File: config.mk
export PLATFORM = sky130hd
export DESIGN_NAME = lru_ranked_color_table
export DESIGN_NICKNAME = d
export VERILOG_FILES = /design/src/lrct_pkg.sv /design/src/lrct_cell.sv /design/src/lru_ranked_color_table.sv
export SDC_FILE = /design/constraint.sdc
export NUM_CORES = 1
export LEC_CHECK = 0
export BUFFER_PORTS_ARGS = -buffer_cell sky130_fd_sc_hd__buf_2
export CORE_MARGIN = 4
export CORE_UTILIZATION = 40
export CTS_BUF_LIST = sky130_fd_sc_hd__clkbuf_8
export CTS_CLUSTER_SIZE = 10
export DETAILED_ROUTE_END_ITERATION = 10
export GPL_TIMING_DRIVEN = 0
export PLACE_DENSITY = 0.53
export SKIP_LAST_GASP = 1
export SYNTH_ARGS = -nofsm -noshare
export SYNTH_HDL_FRONTEND = slang
export SYNTH_SLANG_ARGS = --single-unit
File: constraint.sdc
create_clock -name aclk -period 3.5 [get_ports aclk]
set_clock_uncertainty 0.2 [all_clocks]
set_input_delay 0.525 -clock aclk [delete_from_list [all_inputs] [get_ports aclk]]
set_output_delay 0.525 -clock aclk [all_outputs]
set_load 0.005 [all_outputs]
File: src/lrct_pkg.sv
`timescale 1ns / 1ps
package lrct_pkg;

    localparam int ENTRIES    = 20;
    localparam int STD_COLORS = 20;
    localparam int COLOR_W    = 24;
    localparam int IDX_W      = 5;
    localparam int STATUS_W   = 2;
    localparam int RANK_W     = $clog2(ENTRIES + 1);
    localparam int CNT_W      = $clog2(ENTRIES);

    localparam logic OP_PICK   = 1'b0;
    localparam logic OP_SEARCH = 1'b1;

    localparam logic [STATUS_W-1:0] ST_HIT     = 2'd0;
    localparam logic [STATUS_W-1:0] ST_INSERT  = 2'd1;
    localparam logic [STATUS_W-1:0] ST_BAD_IDX = 2'd2;

    typedef struct packed {
        logic [COLOR_W-1:0] color;
        logic [RANK_W-1:0]  rank;
    } entry_t;

    function automatic logic [COLOR_W-1:0] std_color(input int i);
        logic [COLOR_W-1:0] c;
        unique case (i % STD_COLORS)
            0:       c = 24'h000000;
            1:       c = 24'h000080;
            2:       c = 24'h008000;
            3:       c = 24'h008080;
            4:       c = 24'h800000;
            5:       c = 24'h800080;
            6:       c = 24'h808000;
            7:       c = 24'hC0C0C0;
            8:       c = 24'hC0DCC0;
            9:       c = 24'hF0CAA6;
            10:      c = 24'hF0FBFF;
            11:      c = 24'hA4A0A0;
            12:      c = 24'h808080;
            13:      c = 24'h0000FF;
            14:      c = 24'h00FF00;
            15:      c = 24'h00FFFF;
            16:      c = 24'hFF0000;
            17:      c = 24'hFF00FF;
            18:      c = 24'hFFFF00;
            default: c = 24'hFFFFFF;
        endcase
        return c;
    endfunction

    function automatic logic [RANK_W-1:0] init_rank(input int i);
        logic [RANK_W-1:0] r;
        if (i < (ENTRIES + 1) / 2) begin
            r = RANK_W'(2 * i + 1);
        end else begin
            r = RANK_W'(2 * (ENTRIES - i));
        end
        return r;
    endfunction

endpackage

File: src/lrct_cell.sv
`timescale 1ns / 1ps
module lrct_cell
    import lrct_pkg::*;
(
    input  logic   aclk,
    input  logic   aresetn,
    input  logic   shift_en,
    input  entry_t init_val,
    input  entry_t d,
    output entry_t q
);

    entry_t entry_reg;

    always_ff @(posedge aclk) begin
        if (!aresetn) begin
            entry_reg <= init_val;
        end else if (shift_en) begin
            entry_reg <= d;
        end
    end

    assign q = entry_reg;

endmodule

File: src/lru_ranked_color_table.sv
`timescale 1ns / 1ps
// Twenty-entry colour table with recency ranks, held in a ring of cells that
// rotates one place per cycle past a single compare point while a pick or
// search is worked on. Such a request takes two full turns of the ring: one
// to find the match or victim, one to write back the promoted ranks and any
// new colour; a bad index is answered without turning the ring. One request
// is worked on at a time; a finished result waits in the output register
// while the next request is taken.
module lru_ranked_color_table
    import lrct_pkg::*;
(
    input  logic        aclk,
    input  logic        aresetn,
    input  logic        s_tvalid,
    output logic        s_tready,
    input  logic [31:0] s_tdata,   // [4:0] entry_index, [28:5] search_color
    input  logic [0:0]  s_tuser,   // [0] opcode
    output logic        m_tvalid,
    input  logic        m_tready,
    output logic [31:0] m_tdata    // [4:0] picked_index, [28:5] picked_color,
                                   // [30:29] status
);

    typedef enum logic [3:0] {
        S_IDLE   = 4'b0001,
        S_SCAN   = 4'b0010,
        S_UPDATE = 4'b0100,
        S_HOLD   = 4'b1000
    } state_t;

    state_t state_reg, state_next;
    logic [CNT_W-1:0]    cnt_reg, cnt_next;
    logic                op_reg, op_next;
    logic [IDX_W-1:0]    idx_reg, idx_next;
    logic [COLOR_W-1:0]  color_reg, color_next;
    logic                hit_reg, hit_next;
    logic [CNT_W-1:0]    hit_idx_reg, hit_idx_next;
    logic [RANK_W-1:0]   hit_rank_reg, hit_rank_next;
    logic [CNT_W-1:0]    vic_idx_reg, vic_idx_next;
    logic [CNT_W-1:0]    sel_idx_reg, sel_idx_next;
    logic [RANK_W-1:0]   sel_rank_reg, sel_rank_next;
    logic [IDX_W-1:0]    res_idx_reg, res_idx_next;
    logic [COLOR_W-1:0]  res_color_reg, res_color_next;
    logic [STATUS_W-1:0] res_status_reg, res_status_next;
    logic                m_tvalid_reg, m_tvalid_next;
    logic [31:0]         m_tdata_reg, m_tdata_next;

    entry_t ring_q [ENTRIES];
    entry_t ring_d [ENTRIES];
    entry_t head_new;
    logic   shift_en;
    logic   last;
    logic   match;
    logic   in_bad;

    assign shift_en = (state_reg == S_SCAN) || (state_reg == S_UPDATE);
    assign last     = (cnt_reg == CNT_W'(ENTRIES - 1));

    for (genvar k = 0; k < ENTRIES; k++) begin : g_ring
        entry_t init_val;
        assign init_val.color = std_color(k);
        assign init_val.rank  = init_rank(k);
        if (k < ENTRIES - 1) begin : g_mid
            assign ring_d[k] = ring_q[k + 1];
        end else begin : g_tail
            assign ring_d[k] = head_new;
        end
        lrct_cell u_cell (
            .aclk     (aclk),
            .aresetn  (aresetn),
            .shift_en (shift_en),
            .init_val (init_val),
            .d        (ring_d[k]),
            .q        (ring_q[k])
        );
    end

    assign match = (op_reg == OP_SEARCH) ? (ring_q[0].color == color_reg)
                                         : (IDX_W'(cnt_reg) == idx_reg);
    assign in_bad = (s_tuser[0] == OP_PICK) &&
                    ({1'b0, s_tdata[4:0]} >= (IDX_W + 1)'(ENTRIES));

    always_comb begin
        head_new = ring_q[0];
        if (state_reg == S_UPDATE) begin
            if (cnt_reg == sel_idx_reg) begin
                head_new.rank = RANK_W'(1);
                if (res_status_reg == ST_INSERT) begin
                    head_new.color = color_reg;
                end
            end else if (ring_q[0].rank < sel_rank_reg) begin
                head_new.rank = ring_q[0].rank + RANK_W'(1);
            end
        end
    end

    always_comb begin
        state_next      = state_reg;
        cnt_next        = cnt_reg;
        op_next         = op_reg;
        idx_next        = idx_reg;
        color_next      = color_reg;
        hit_next        = hit_reg;
        hit_idx_next    = hit_idx_reg;
        hit_rank_next   = hit_rank_reg;
        vic_idx_next    = vic_idx_reg;
        sel_idx_next    = sel_idx_reg;
        sel_rank_next   = sel_rank_reg;
        res_idx_next    = res_idx_reg;
        res_color_next  = res_color_reg;
        res_status_next = res_status_reg;
        m_tvalid_next   = m_tvalid_reg && !m_tready;
        m_tdata_next    = m_tdata_reg;

        unique case (state_reg)
            S_IDLE: begin
                if (s_tvalid) begin
                    op_next    = s_tuser[0];
                    idx_next   = s_tdata[4:0];
                    color_next = s_tdata[28:5];
                    cnt_next   = '0;
                    hit_next   = 1'b0;
                    if (in_bad) begin
                        res_idx_next    = '0;
                        res_color_next  = '0;
                        res_status_next = ST_BAD_IDX;
                        state_next      = S_HOLD;
                    end else begin
                        state_next = S_SCAN;
                    end
                end
            end
            S_SCAN: begin
                if (match && !hit_reg) begin
                    hit_next      = 1'b1;
                    hit_idx_next  = cnt_reg;
                    hit_rank_next = ring_q[0].rank;
                end
                if (ring_q[0].rank == RANK_W'(ENTRIES)) begin
                    vic_idx_next = cnt_reg;
                end
                if (last) begin
                    cnt_next = '0;
                    if (hit_next) begin
                        sel_idx_next    = hit_idx_next;
                        sel_rank_next   = hit_rank_next;
                        res_status_next = ST_HIT;
                    end else begin
                        sel_idx_next    = vic_idx_next;
                        sel_rank_next   = RANK_W'(ENTRIES);
                        res_status_next = ST_INSERT;
                    end
                    state_next = S_UPDATE;
                end else begin
                    cnt_next = cnt_reg + CNT_W'(1);
                end
            end
            S_UPDATE: begin
                if (cnt_reg == sel_idx_reg) begin
                    res_idx_next   = IDX_W'(cnt_reg);
                    res_color_next = head_new.color;
                end
                if (last) begin
                    cnt_next   = '0;
                    state_next = S_HOLD;
                end else begin
                    cnt_next = cnt_reg + CNT_W'(1);
                end
            end
            S_HOLD: begin
                if (!m_tvalid_reg || m_tready) begin
                    m_tvalid_next = 1'b1;
                    m_tdata_next  = {1'b0, res_status_reg, res_color_reg, res_idx_reg};
                    state_next    = S_IDLE;
                end
            end
            default: state_next = S_IDLE;
        endcase
    end

    always_ff @(posedge aclk) begin
        if (!aresetn) begin
            state_reg    <= S_IDLE;
            cnt_reg      <= '0;
            hit_reg      <= 1'b0;
            m_tvalid_reg <= 1'b0;
        end else begin
            state_reg    <= state_next;
            cnt_reg      <= cnt_next;
            hit_reg      <= hit_next;
            m_tvalid_reg <= m_tvalid_next;
        end
    end

    always_ff @(posedge aclk) begin
        op_reg         <= op_next;
        idx_reg        <= idx_next;
        color_reg      <= color_next;
        hit_idx_reg    <= hit_idx_next;
        hit_rank_reg   <= hit_rank_next;
        vic_idx_reg    <= vic_idx_next;
        sel_idx_reg    <= sel_idx_next;
        sel_rank_reg   <= sel_rank_next;
        res_idx_reg    <= res_idx_next;
        res_color_reg  <= res_color_next;
        res_status_reg <= res_status_next;
        m_tdata_reg    <= m_tdata_next;
    end

    assign s_tready = (state_reg == S_IDLE);
    assign m_tvalid = m_tvalid_reg;
    assign m_tdata  = m_tdata_reg;

`ifndef ASSERT_OFF
    a_scan_to_update: assert property (@(posedge aclk) disable iff (!aresetn)
        (state_reg == S_SCAN) && last |=> (state_reg == S_UPDATE))
        else $error("scan pass did not hand over to update pass");

    a_head_rank_range: assert property (@(posedge aclk) disable iff (!aresetn)
        (ring_q[0].rank != '0) && (ring_q[0].rank <= RANK_W'(ENTRIES)))
        else $error("rank at ring head out of range");

    a_update_to_hold: assert property (@(posedge aclk) disable iff (!aresetn)
        (state_reg == S_UPDATE) && last |=> (state_reg == S_HOLD)
        && (res_status_reg != ST_BAD_IDX))
        else $error("update pass ended without a valid result");

    a_cnt_zero_idle: assert property (@(posedge aclk) disable iff (!aresetn)
        (state_reg == S_IDLE) |-> (cnt_reg == '0))
        else $error("ring not realigned when idle");
`endif

endmodule
# Word-level counts from Yosys, hierarchy flattened
# Index checks and enable logic that the tools add are counted.
totals:
  regBits: 708
  elab_cells: 135
  out_inout_bits: 34
classes:
  add_sub_neg: 2
  n_eq_ne: 16
  bitwise: 1
  n_mux: 38
  order_cmp: 2
  reduce_logical: 20
ops:
  columns: ["operator", "count"]
  rows:
  - ["24-bit two-way mux", 5]
  - ["5-bit two-way mux", 11]
  - ["24-bit one-hot mux with 2 select lines", 1]
  - ["29-bit two-way mux", 1]
  - ["24-bit equality test", 1]
  - ["4-bit two-way mux", 5]
  - ["5-bit one-hot mux with 2 select lines", 2]
  - ["4-bit one-hot mux with 4 select lines", 1]
  - ["4-bit AND reduction", 3]
  - ["5-bit by 1-bit adder with 5-bit output, second input constant", 2]
  - ["5-bit equality test", 2]
  - ["5-bit equality test, second input constant", 2]
  - ["2-bit AND reduction", 5]
  - ["2-bit != test, second input constant", 4]
  - ["1-bit two-way mux", 7]
  - ["2-bit two-way mux", 3]
  - ["2-bit nonzero test", 3]
  - ["5-bit greater-or-equal comparator, second input constant", 1]
  - ["5-bit less-than comparator", 1]
  - ["4-bit by 1-bit equality test with 1-bit output, second input constant", 1]
  - ["4-bit by 2-bit equality test with 1-bit output, second input constant", 1]
  - ["4-bit by 3-bit equality test with 1-bit output, second input constant", 1]
  - ["4-bit equality test, second input constant", 1]
  - ["2-bit by 1-bit != test with 1-bit output, second input constant", 2]
  - ["8 further kinds", 13]

# Longest topological paths before layout
# Gate-level depths: netlist of run 1.
depth:
  ltp_word: 8
  mapped_depth: 8

# Cells and area by module
# From an unflattened synthesis of run 1, not the netlist that was laid out.
unflattened:
  cells_unflattened: 1661
  hier_area_um2: 32899.1
by_module_without_submodules:
  columns: ["module", "n_inst", "cells_per_inst", "area_per_inst_um2"]
  rows:
  - ["lrct_cell", 20, 62, 1346.3]
  - ["lru_ranked_color_table", 1, 421, 5973.2]

# Worst setup path before layout of run 1
# OpenSTA, ideal clock, no wires.
synth_path:
  path_type: "register -> register"
  from: "register state_reg[1]"
  to: "register res_color_reg[0], enable pin"
  stages_incl_launch_ff: 6
  arrival_time_ns: 3.168
  t_required_ns: 2.845
  slack_ns: -0.323
  path_buffers: 1
  setup_ns: 0.455
  synth_period_minus_slack_ns: 3.823
  path_cell_list: "dfxtp_1 -> and2b_2 -> nand2_1 -> clkbuf_1 -> nand2_1 -> o21ai_0"
synth_between:
  elab_chain_len: 3
  word_cells_on_any_way: 7
synth_rtl:
  columns: ["item", "line", "source"]
  rows:
  - ["start: declaration", "lru_ranked_color_table.sv:31", "state_t state_reg, state_next;"]
  - ["start signal: assignment", "lru_ranked_color_table.sv:188", "state_reg <= state_next;"]
  - ["4-bit by 3-bit equality test with 1-bit output / 4-bit by 1-bit equality test with 1-bit output (equally long branches)", "lru_ranked_color_table.sv:115", "unique case (state_reg)"]
  - ["2-bit by 1-bit != test with 1-bit output (no line) (tied with other cells)", null, null]
  - ["4-bit AND reduction (no line) *", null, null]
  - ["end signal: assignment", "lru_ranked_color_table.sv:205", "res_color_reg <= res_color_next;"]
  - ["end: declaration", "lru_ranked_color_table.sv:43", "logic [COLOR_W-1:0] res_color_reg, res_color_next;"]
# Every way passes the cells marked *; elsewhere a longest branch is shown, timed or not.
# A chain may end at the register's enable or synchronous reset.

# Worst setup path in the final report of run 1
layout_path:
  from: "register state_reg[3]"
  to: "register cnt_reg[3]"
layout_between:
  elab_chain_len: 4
  word_cells_on_any_way: 8
layout_rtl:
  columns: ["item", "line", "source"]
  rows:
  - ["4-bit by 2-bit equality test with 1-bit output / 4-bit by 3-bit equality test with 1-bit output (equally long branches)", "lru_ranked_color_table.sv:115", null]
  - ["2-bit OR reduction (no line)", null, null]
  - ["2-bit nonzero test (no line)", null, null]
  - ["2-bit AND reduction (no line)", null, null]
  - ["end signal: assignment", "lru_ranked_color_table.sv:189", "cnt_reg <= cnt_next;"]
  - ["end: declaration", "lru_ranked_color_table.sv:32", "logic [CNT_W-1:0] cnt_reg, cnt_next;"]
# Parallel ways exist; a longest one is shown, timed or not.

==> results of run 1 <==
-- worst max-delay path: cells and delay by family (launching register included) --
family,cells,cell delay (ns)
simple gates,4,0.99
buf+inv,1,0.97
compound gates,1,0.37
flops,1,0.33
-- logic make-up after synthesis --
| family | Yosys count | share of synthesized area |
|---|---|---|
| other | 1 | 0.0001413 |
| buffers and inverters | 225 | 0.03907 |
| adders and majority gates | 7 | 0.003299 |
| and+or+nand+nor | 1445 | 0.2223 |
| AOI/OAI and AO/OA | 463 | 0.1271 |
| DFF | 708 | 0.5781 |
| xor gates and xnor gates | 41 | 0.01353 |
| muxes | 39 | 0.01654 |
-- layer usage --
layer,up-vias,GRT usage,routed length [um]
met1,9854,0.3000,36510
met2,419,0.3406,34460
met5,-,0,0
met4,0,0.06760,2359
met3,140,0.03487,3708
li1,10100,-,-
-- per-stage QoR --
stage / utilization / area, sq um / setup slack (ns) / cells
3_3_place_gp: 0.4252 / 27950 / -0.5470 / 3858
3_5_place_dp: 0.4257 / 27990 / 0.4371 / 3859
5_1_grt: 0.4679 / 30760 / 0.1579 / 4109
4_1_cts: 0.4678 / 30760 / 0.4790 / 4108
2_1_floorplan: - / 26550 / 0.4566 / 2929
6_report: 0.4679 / 30760 / 0.5176 / 4110
-- placed cells by master (no fill, tap or decap), types with 5 or more instances in the layout --
cell	netlist	layout
a21boi_1	25	25
buf_6	5	5
mux2i_1	24	24
and3b_1	5	5
dlygate4sd3_1	0	31
nor3_1	8	8
inv_1	9	56
nand3_1	179	179
o21ai_1	15	15
nor2_1	61	61
clkbuf_1	106	106
o31ai_1	6	6
mux2_4	8	8
nor2b_1	30	29
nand2b_1	5	5
xnor2_1	26	26
a211oi_1	28	28
buf_4	11	11
xor2_1	15	15
edfxtp_1	117	117
clkinv_2	0	9
a21boi_0	351	351
ha_1	7	7
nand2_1	1127	1127
and3_1	6	6
clkbuf_8	0	152
mux2_2	7	7
o21ai_0	16	15
buf_2	91	156
a21oi_1	12	12
dfxtp_1	591	591
nand4_1	6	6
-- power by group --
group / total (mW) / switching, mW / leakage (nW) / internal (mW)
registers: 9.10 / 0.343 / 5.85 / 8.76
logic: 1.66 / 1.10 / 4.30 / 0.564
clock network: 7.44 / 3.34 / 1.44 / 4.10
total: 18.2 / 4.78 / 11.6 / 13.4
-- layout make-up --
class                      instances  area (sq um)
tap                              864          1081
fill                            6375         34980
buffer                           216          1003
inverter                           9         33.78
timing repair buffer              97         655.6
antenna                            2         5.005
multi-input combinational       1996         10180
clock inverter                    66         364.1
sequential                       708         15340
clock buffer                     152          2092
-- how the worst max path moves through the flow --
stage	from	to	slack, ns	cells past startpoint
global placement	state_reg[1]	res_color_reg[14]	-0.55	5
finish	state_reg[3]	cnt_reg[3]	0.52	6
CTS	state_reg[3]	cnt_reg[4]	0.48	6
global route	state_reg[1]	cnt_reg[3]	0.16	6
floorplan	state_reg[1]	res_color_reg[0]	0.46	5
detailed placement	aresetn	g_ring[0].u_cell.q[2]	0.44	4
-- what timing repair did --
action	CTS	global route
setup endpoints to repair	0	0
hold buffers	31	0
endpoints found under the hold margin	31	0
==> results.yml, run 1 <==
final_layout:
  num-nets-final: 3188
  areaGrowthSynthToFinish_pct: 15.88
  drive_gt1_frac: 0.1134
  largest_reg_flops: 580
setup_path:
  r2r-start: "state_reg[3]"
  cpMostUsedCell: "nor2_1"
  crit_type: "reg -> reg"
  cp-end-kind: "register"
  worstPathArrival_ns: 3.37
  reg2reg_to: "cnt_reg[3]"
  worstSetupStartpointType: "register"
  cp_slowest_cell: "inv_1"
  cp.required_ns: 3.89
  cp_max_fo: 31
  cp_cell_sequence: "nor4b_2 > nand2_1 > inv_1 > nor2_1 > o21ai_1 > nor2_1"
  reg2reg_depth: 6
  crit_path_max_incr_delay_ns: 0.97
  regToRegSetupSlack_ns: 0.52
die:
  die_h_um: 265.6
  die_area_sq_um: 70550
  pin_count: 71
  rows: 94
  fp.coreArea_sq_um: 65750
  die_width_um: 265.6
  start_util: 0.4038
yosys:
  yosys.area.top_type: "dfxtp_1"
  synth_top_cell_area_share: 0.4457
  synth.ff_latch_count: 708
  yosys_warnings: 0
  synth_common_cells: "1127 x nand2_1, 591 x dfxtp_1, 351 x a21boi_0"
  synth_cell_type_count: 55
  yosys-top-cells-area: "dfxtp_1 45%, nand2_1 16%, edfxtp_1 13%, a21boi_0 9.9%, nand3_1 3.4%"
  synth_area_sq_um: 26550
  syn_area_per_cell_sq_um: 9.063
  synth_seq_area_share: 0.5781
  syn_nets: 2973
  synth.most_common_cell: "nand2_1"
  synth_edf_count: 117
  async_reset_ff_frac: 0
  synthCells: 2929
  synth-main-ff-cell: "dfxtp_1"
timing:
  post-route-min-period_ns: 2.982
  fmax_mhz: 335.3
  post-route-period-util: 0.8521
  tns_ns: 0
  final_hold_viol_count: 0
  setup_violations: 0
  worst-slew-pin-transition_ns: 1.303
  max_slew_margin: 0.1307
  whs_ns: 0.07113
  slew_viol_final: 0
  rsz0062_at_grt: "false"
worst_hold_path:
  hold_end: "state_reg[0]"
  holdCritStartpoint: "s_tvalid"
  hold_path_class: "in -> reg"
  worstHoldPathCells: 3
power_and_ir_drop:
  p_leak_nw: 11.59
  p_per_area_nw_per_um2: 591.9
  p_total_mw: 18.21
  vdd_drop_max_mv: 0.3584
detailed_routing:
  drtIter0Drc: 1349
  dr.pass1.iters: 5
  drc: 0
  antenna_left: 0
  vias_per_cell: 4.990
  detail_route.wl_per_cell_um: 18.74
  drt-total-wl_um: 77040
  vias: 20510
job:
  max-cap-violations: 0
placement:
  gp_congestion: 0.8503
  portBuffers: 65
  hpwl_um: 57240
clocking:
  cts_sinks: 708
  htree_levels: 3
  cts_buffer_depth: 3
  cts_resized: 0
  clock-root-buffer: "clkbuf_8"
  clock_latency_ns: 0.72
  cts_buffers: 116
  cts_setup_buffers: 0
  cts_tree: "built"
  clk_pin_slew_ns: 0.06
global_routing:
  grt_pass1_vias: 20320
  grtUsageTotal: 0.2139
  grt_pass1_wl_um: 117300
  antenna_found_initial: 2
  grt_start_max_net_pins: 32
  grt_overflow: 0
run_status:
  status: "finished, final reports clean"
Note: power is estimated with default switching activity, not from simulation.
==> run 2, diff against run 1 <==
PLACE_DENSITY = not set   (was 0.53)
SKIP_CTS_REPAIR_TIMING = 1   (was not set)
==> run 2 against run 1 <==
Core utilization is 0.42 points lower. Global-route usage is 0.82 points lower. Clock power is 7.9% lower. Critical path depth stayed put. Maximum frequency is 0.97% higher. Via count is 0.81% higher. Count of clock-buffer cells in the layout is 19 lower. Combinational power hardly changed. Worst setup slack better by 0.029 ns. Hold slack better by 0.017 ns. Routed wire length is 3.1% lower. Largest power group unchanged.
==> results.yml, run 2 (synthesized netlist as in run 1, its figures left out) <==
run_status:
  status: "finished, final reports clean"
worst_hold_path:
  holdCritStartpoint: "s_tvalid"
  hold_path_class: "in -> reg"
  worstHoldPathCells: 4
  hold_end: "hit_reg"
detailed_routing:
  drtIter0Drc: 1350
  dr.pass1.iters: 5
  detail_route.wl_per_cell_um: 18.22
  vias_per_cell: 5.048
  drc: 0
  drt-total-wl_um: 74650
  vias: 20680
  antenna_left: 0
placement:
  placed_cells: 3858
  portBuffers: 65
  pre_cts_slack_ns: 0.5582
  gp_congestion: 0.8767
  hpwl_um: 55050
power_and_ir_drop:
  vdd_drop_max_mv: 0.3115
  p_per_area_nw_per_um2: 577.7
  swShare: 0.2638
  clock_power_share: 0.389
  power_switching_mw: 4.647
  p_leak_nw: 11.47
  comb_power_share: 0.094
  internal_power_mw: 12.97
  power_frac_seq: 0.517
timing:
  post-route-period-util: 0.8439
  fmax_mhz: 338.5
  fin_ws_ns: 0.5462
  whs_ns: 0.08838
  final_hold_viol_count: 0
  post-route-min-period_ns: 2.954
  worst-slew-pin-transition_ns: 1.260
  rsz0062_at_grt: "false"
  max_slew_margin: 0.1589
  setup_violations: 0
  slew_viol_final: 0
global_routing:
  use_met1: 0.2866
  use_met2: 0.3308
  grt_pass1_vias: 20250
  grt_overflow: 0
  grt_start_max_net_pins: 32
  grt_pass1_wl_um: 113700
  top_usage_layer: "met2"
  grtUsageTotal: 0.2057
  antenna_found_initial: 4
  use_met3: 0.03533
final_layout:
  layout.cells.non_filler: 4096
  final_common_cell: "nand2_1"
  largest_reg_flops: 580
  layout_common_cells: "1127 x nand2_1, 591 x dfxtp_1, 351 x a21boi_0"
  areaGrowthSynthToFinish_pct: 14.85
  num-nets-final: 3183
  drive_gt1_frac: 0.1072
  fillCellCount: 6316
die:
  die_h_um: 265.6
  fp.coreArea_sq_um: 65750
  pin_count: 71
  die_width_um: 265.6
  rows: 94
  start_util: 0.4038
  die_area_sq_um: 70550
clocking:
  cts_tree: "built"
  htree_levels: 3
  clk_pin_slew_ns: 0.06
  clock_latency_ns: 0.73
  cts_buffers: 112
  cts_buffer_depth: 3
  clock-root-buffer: "clkbuf_8"
  cts_sinks: 708
setup_path:
  cp.required_ns: 3.89
  r2r-start: "state_reg[3]"
  regToRegSetupSlack_ns: 0.55
  reg2reg_to: "cnt_reg[3]"
  reg2reg_depth: 6
  crit_type: "reg -> reg"
  cp_max_fo: 31
  worstPathArrival_ns: 3.34
  worstSetupStartpointType: "register"
  cp-end-kind: "register"
job:
  max-cap-violations: 0
run 2: changes by cell type in the layout (fill, tap and decap cells not counted):
cell,delta
clkinv_8,-1
clkbuf_8,-19
inv_6,-1
diode_2,+1
clkinv_2,-1
inv_1,+9
clkinvlp_4,+1
clkinv_1,-2
buf_12,-1
run 2: how the worst max path moves through the flow:
| stage | start | endpoint | slack (ns) | cells past startpoint |
|---|---|---|---|---|
| after floorplan | state_reg[1] | res_color_reg[0] | 0.46 | 5 |
| after global placement | state_reg[1] | res_color_reg[19] | -0.44 | 5 |
| after detailed placement | state_reg[3] | cnt_reg[3] | 0.56 | 6 |
| after CTS | state_reg[3] | cnt_reg[3] | 0.55 | 6 |
| after global routing | state_reg[1] | cnt_reg[3] | 0.23 | 6 |
| final | state_reg[3] | cnt_reg[3] | 0.55 | 6 |
run 2: power groups by stage:
stage	registers, mW	logic (mW)	clock network, mW
finish	9.10	1.66	6.85
global route	9.13	1.85	7.36
CTS	9.09	1.63	6.99
detailed placement	9.26	1.62	0
global placement	9.25	1.58	0
floorplan	9.11	1.14	0
run 2: final cells by class:
type / count / area, sq um / share of cell area
diodes: 3 / 7.507 / 0.0002462
clock buffers: 133 / 1831 / 0.06004
clock inverters: 71 / 367.9 / 0.01207
plain buffers: 216 / 1003 / 0.03291
flip-flops and latches: 708 / 15340 / 0.5033
well taps: 864 / 1081 / 0.03546
multi-input cells: 1996 / 10180 / 0.3340
repair buffers: 96 / 635.6 / 0.02085
inverters: 9 / 33.78 / 0.001108
run 2: critical path, stage by stage, from the launching register on:
cell and delay [ns]:
dfxtp_1 0.34, nor4b_2 0.53, nand2_1 0.18, inv_1 0.94, nor2_1 0.17, o21ai_1 0.38, nor2_1 0.10
run 2: stage by stage:
step	TNS, ns	instance area, sq um	util	power (mW)
global placement	-13.60	27950	0.4252	10.83
floorplan	0	26550	-	10.25
CTS	0	30170	0.4589	17.71
finish	0	30490	0.4637	17.61
detailed placement	0	27970	0.4254	10.88
global route	0	30480	0.4636	18.35
run 2: metal layers:
layer	routed length, um	share of wire	vias to the layer above
met2	33990	0.46	492
met3	4425	0.059	137
met5	13	0.00017	-
met4	1950	0.026	2
li1	-	-	10060
met1	34260	0.46	9990
==> run 3, diff against run 2 <==
clock period = 2.61 ns   (was 3.5 ns; I/O delays follow)
==> run 3 against run 2 <==
Non-clock buffer count increased by 11. Sequential share of layout area decreased by 0.65 points. Flip-flop and latch count unchanged. Hold slack improved by 0.087 ns. Via count increased by 0.34%. Core utilization increased by 0.62 points. Sequential power increased by 34%. Critical path depth increased by 2. Routed wire length increased by 0.16%. Highest routed layer is now met4.
==> results.yml, run 3 (synthesized netlist as in run 1, its figures left out) <==
placement:
  hpwl_um: 55040
  gp_congestion: 0.8668
  place_area_sq_um: 27970
  portBuffers: 65
timing:
  worst-slew-pin-transition_ns: 1.029
  fmax_mhz: 392.8
  setup_violations: 0
  rsz0062_at_grt: "true"
  post-route-min-period_ns: 2.546
  post-route-period-util: 0.9753
  final_hold_viol_count: 0
  slew_viol_final: 0
  max_slew_margin: 0.3143
final_layout:
  ff_latch_area_sq_um: 15350
  layout_common_cells: "1127 x nand2_1, 587 x dfxtp_1, 351 x a21boi_0"
  post-route-util: 0.4699
  final_area_sq_um: 30900
  areaGrowthSynthToFinish_pct: 16.39
  largest_reg_flops: 580
  num-nets-final: 3197
  drive_gt1_frac: 0.1269
  fillCellCount: 6298
  final_common_cell: "nand2_1"
  multi_input_area_sq_um: 10270
setup_path:
  r2r-start: "cnt_reg[0]"
  crit_type: "reg -> reg"
  cp_max_fo: 10
  regToRegSetupSlack_ns: 0.06
  worstSetupStartpointType: "register"
  worstPathArrival_ns: 2.79
  reg2reg_to: "res_color_reg[15]"
  cp.required_ns: 2.85
  cp-end-kind: "register"
  cp_slowest_cell: "dfxtp_1"
  reg2reg_depth: 8
  crit_path_max_incr_delay_ns: 0.34
  cp_cell_sequence: "buf_2 > xnor2_1 > nand3_1 > or2_1 > nor2_4 > buf_6 > mux2i_1 > nor2_1"
power_and_ir_drop:
  p_per_area_nw_per_um2: 784.1
  p_leak_nw: 11.67
  p_total_mw: 24.22
  vdd_drop_max_mv: 0.4344
die:
  rows: 94
  die_area_sq_um: 70550
  pin_count: 71
  die_width_um: 265.6
  die_h_um: 265.6
  start_util: 0.4038
  fp.coreArea_sq_um: 65750
clocking:
  clock_latency_ns: 0.72
  cts_buffer_depth: 3
  clk_pin_slew_ns: 0.06
  clock-root-buffer: "clkbuf_8"
  cts_tree: "built"
  htree_levels: 3
  cts_buffers: 113
  cts_sinks: 708
global_routing:
  antenna_found_initial: 2
  grt_overflow: 0
  grt_start_max_net_pins: 32
  grt_pass1_vias: 20270
  grt_pass1_wl_um: 114200
  grtUsageTotal: 0.2065
worst_hold_path:
  hold_end: "color_reg[6]"
  holdCritStartpoint: "s_tdata[11]"
  worstHoldPathCells: 2
  hold_path_class: "in -> reg"
detailed_routing:
  drt-total-wl_um: 74760
  dr.pass1.iters: 6
  vias: 20750
  drc: 0
  antenna_left: 0
  detail_route.wl_per_cell_um: 18.18
  vias_per_cell: 5.045
  drtIter0Drc: 1379
job:
  max-cap-violations: 0
run_status:
  status: "finished, final reports clean"
run 3: cell types whose count changed in the layout (fill, tap and decap cells not counted), sizes merged:
cell | previous run | this run
buf | 175 | 182
bufinv | 3 | 5
clkbuf | 239 | 247
clkinv | 9 | 17
clkinvlp | 2 | 7
diode | 3 | 1
dlygate4sd3 | 31 | 32
inv | 66 | 52
o21ai | 31 | 32
run 3: how the worst max path moves through the flow:
stage	start	to	slack (ns)	depth (start not counted)
after floorplan	state_reg[1]	res_color_reg[0]	0.10	5
after global placement	state_reg[1]	res_color_reg[15]	-0.53	5
after detailed placement	state_reg[1]	cnt_reg[3]	-0.35	6
after CTS	state_reg[3]	cnt_reg[3]	-0.36	6
after global routing	cnt_reg[0]	res_color_reg[14]	-0.03	8
final	cnt_reg[0]	res_color_reg[15]	0.06	8
run 3: area by class of cell:
class	instances	area share
Sequential cell	708	0.4968
Clock inverter	71	0.01446
Buffer	216	0.03410
Antenna cell	1	0.00008099
Tap cell	864	0.03499
Clock buffer	138	0.06147
Timing Repair inverter	1	0.0001620
Inverter	9	0.001336
Timing Repair Buffer	107	0.02426
Multi-Input combinational cell	1997	0.3323
run 3: metal layers:
metal	global-route usage	part of all wire	routed length, um	vias up
met1	0.2780	0.45	33550	9973
met5	0	0	0	-
met2	0.3251	0.45	33490	545
met4	0.07684	0.032	2374	0
met3	0.04976	0.072	5348	140
li1	-	-	-	10090
run 3: worst max-delay path, delay by kind of cell (launching register included):
| kind | cells | cell delay, ns |
|---|---|---|
| XOR/XNOR | 1 | 0.15 |
| buffers and inverters | 2 | 0.45 |
| flip-flops | 1 | 0.34 |
| multiplexers | 1 | 0.21 |
| AND/OR/NAND/NOR | 4 | 0.89 |
run 3: per-stage QoR:
step                instances  setup WS [ns]  setup TNS [ns]  hold WS [ns]
global route             4112       -0.02778         -0.3196        0.1335
finish                   4112        0.06444               0        0.1758
global placement         3858        -0.5348          -22.33        0.2069
detailed placement       3858        -0.3524          -14.08        0.2045
floorplan                2929         0.1016               0        0.2003
CTS                      4067        -0.3550          -15.59       -0.4273
run 3: where the power goes:
group / switching [mW] / total [mW] / internal [mW]
clock network: 4.46 / 9.73 / 5.27
registers: 0.461 / 12.2 / 11.7
logic: 1.49 / 2.29 / 0.796
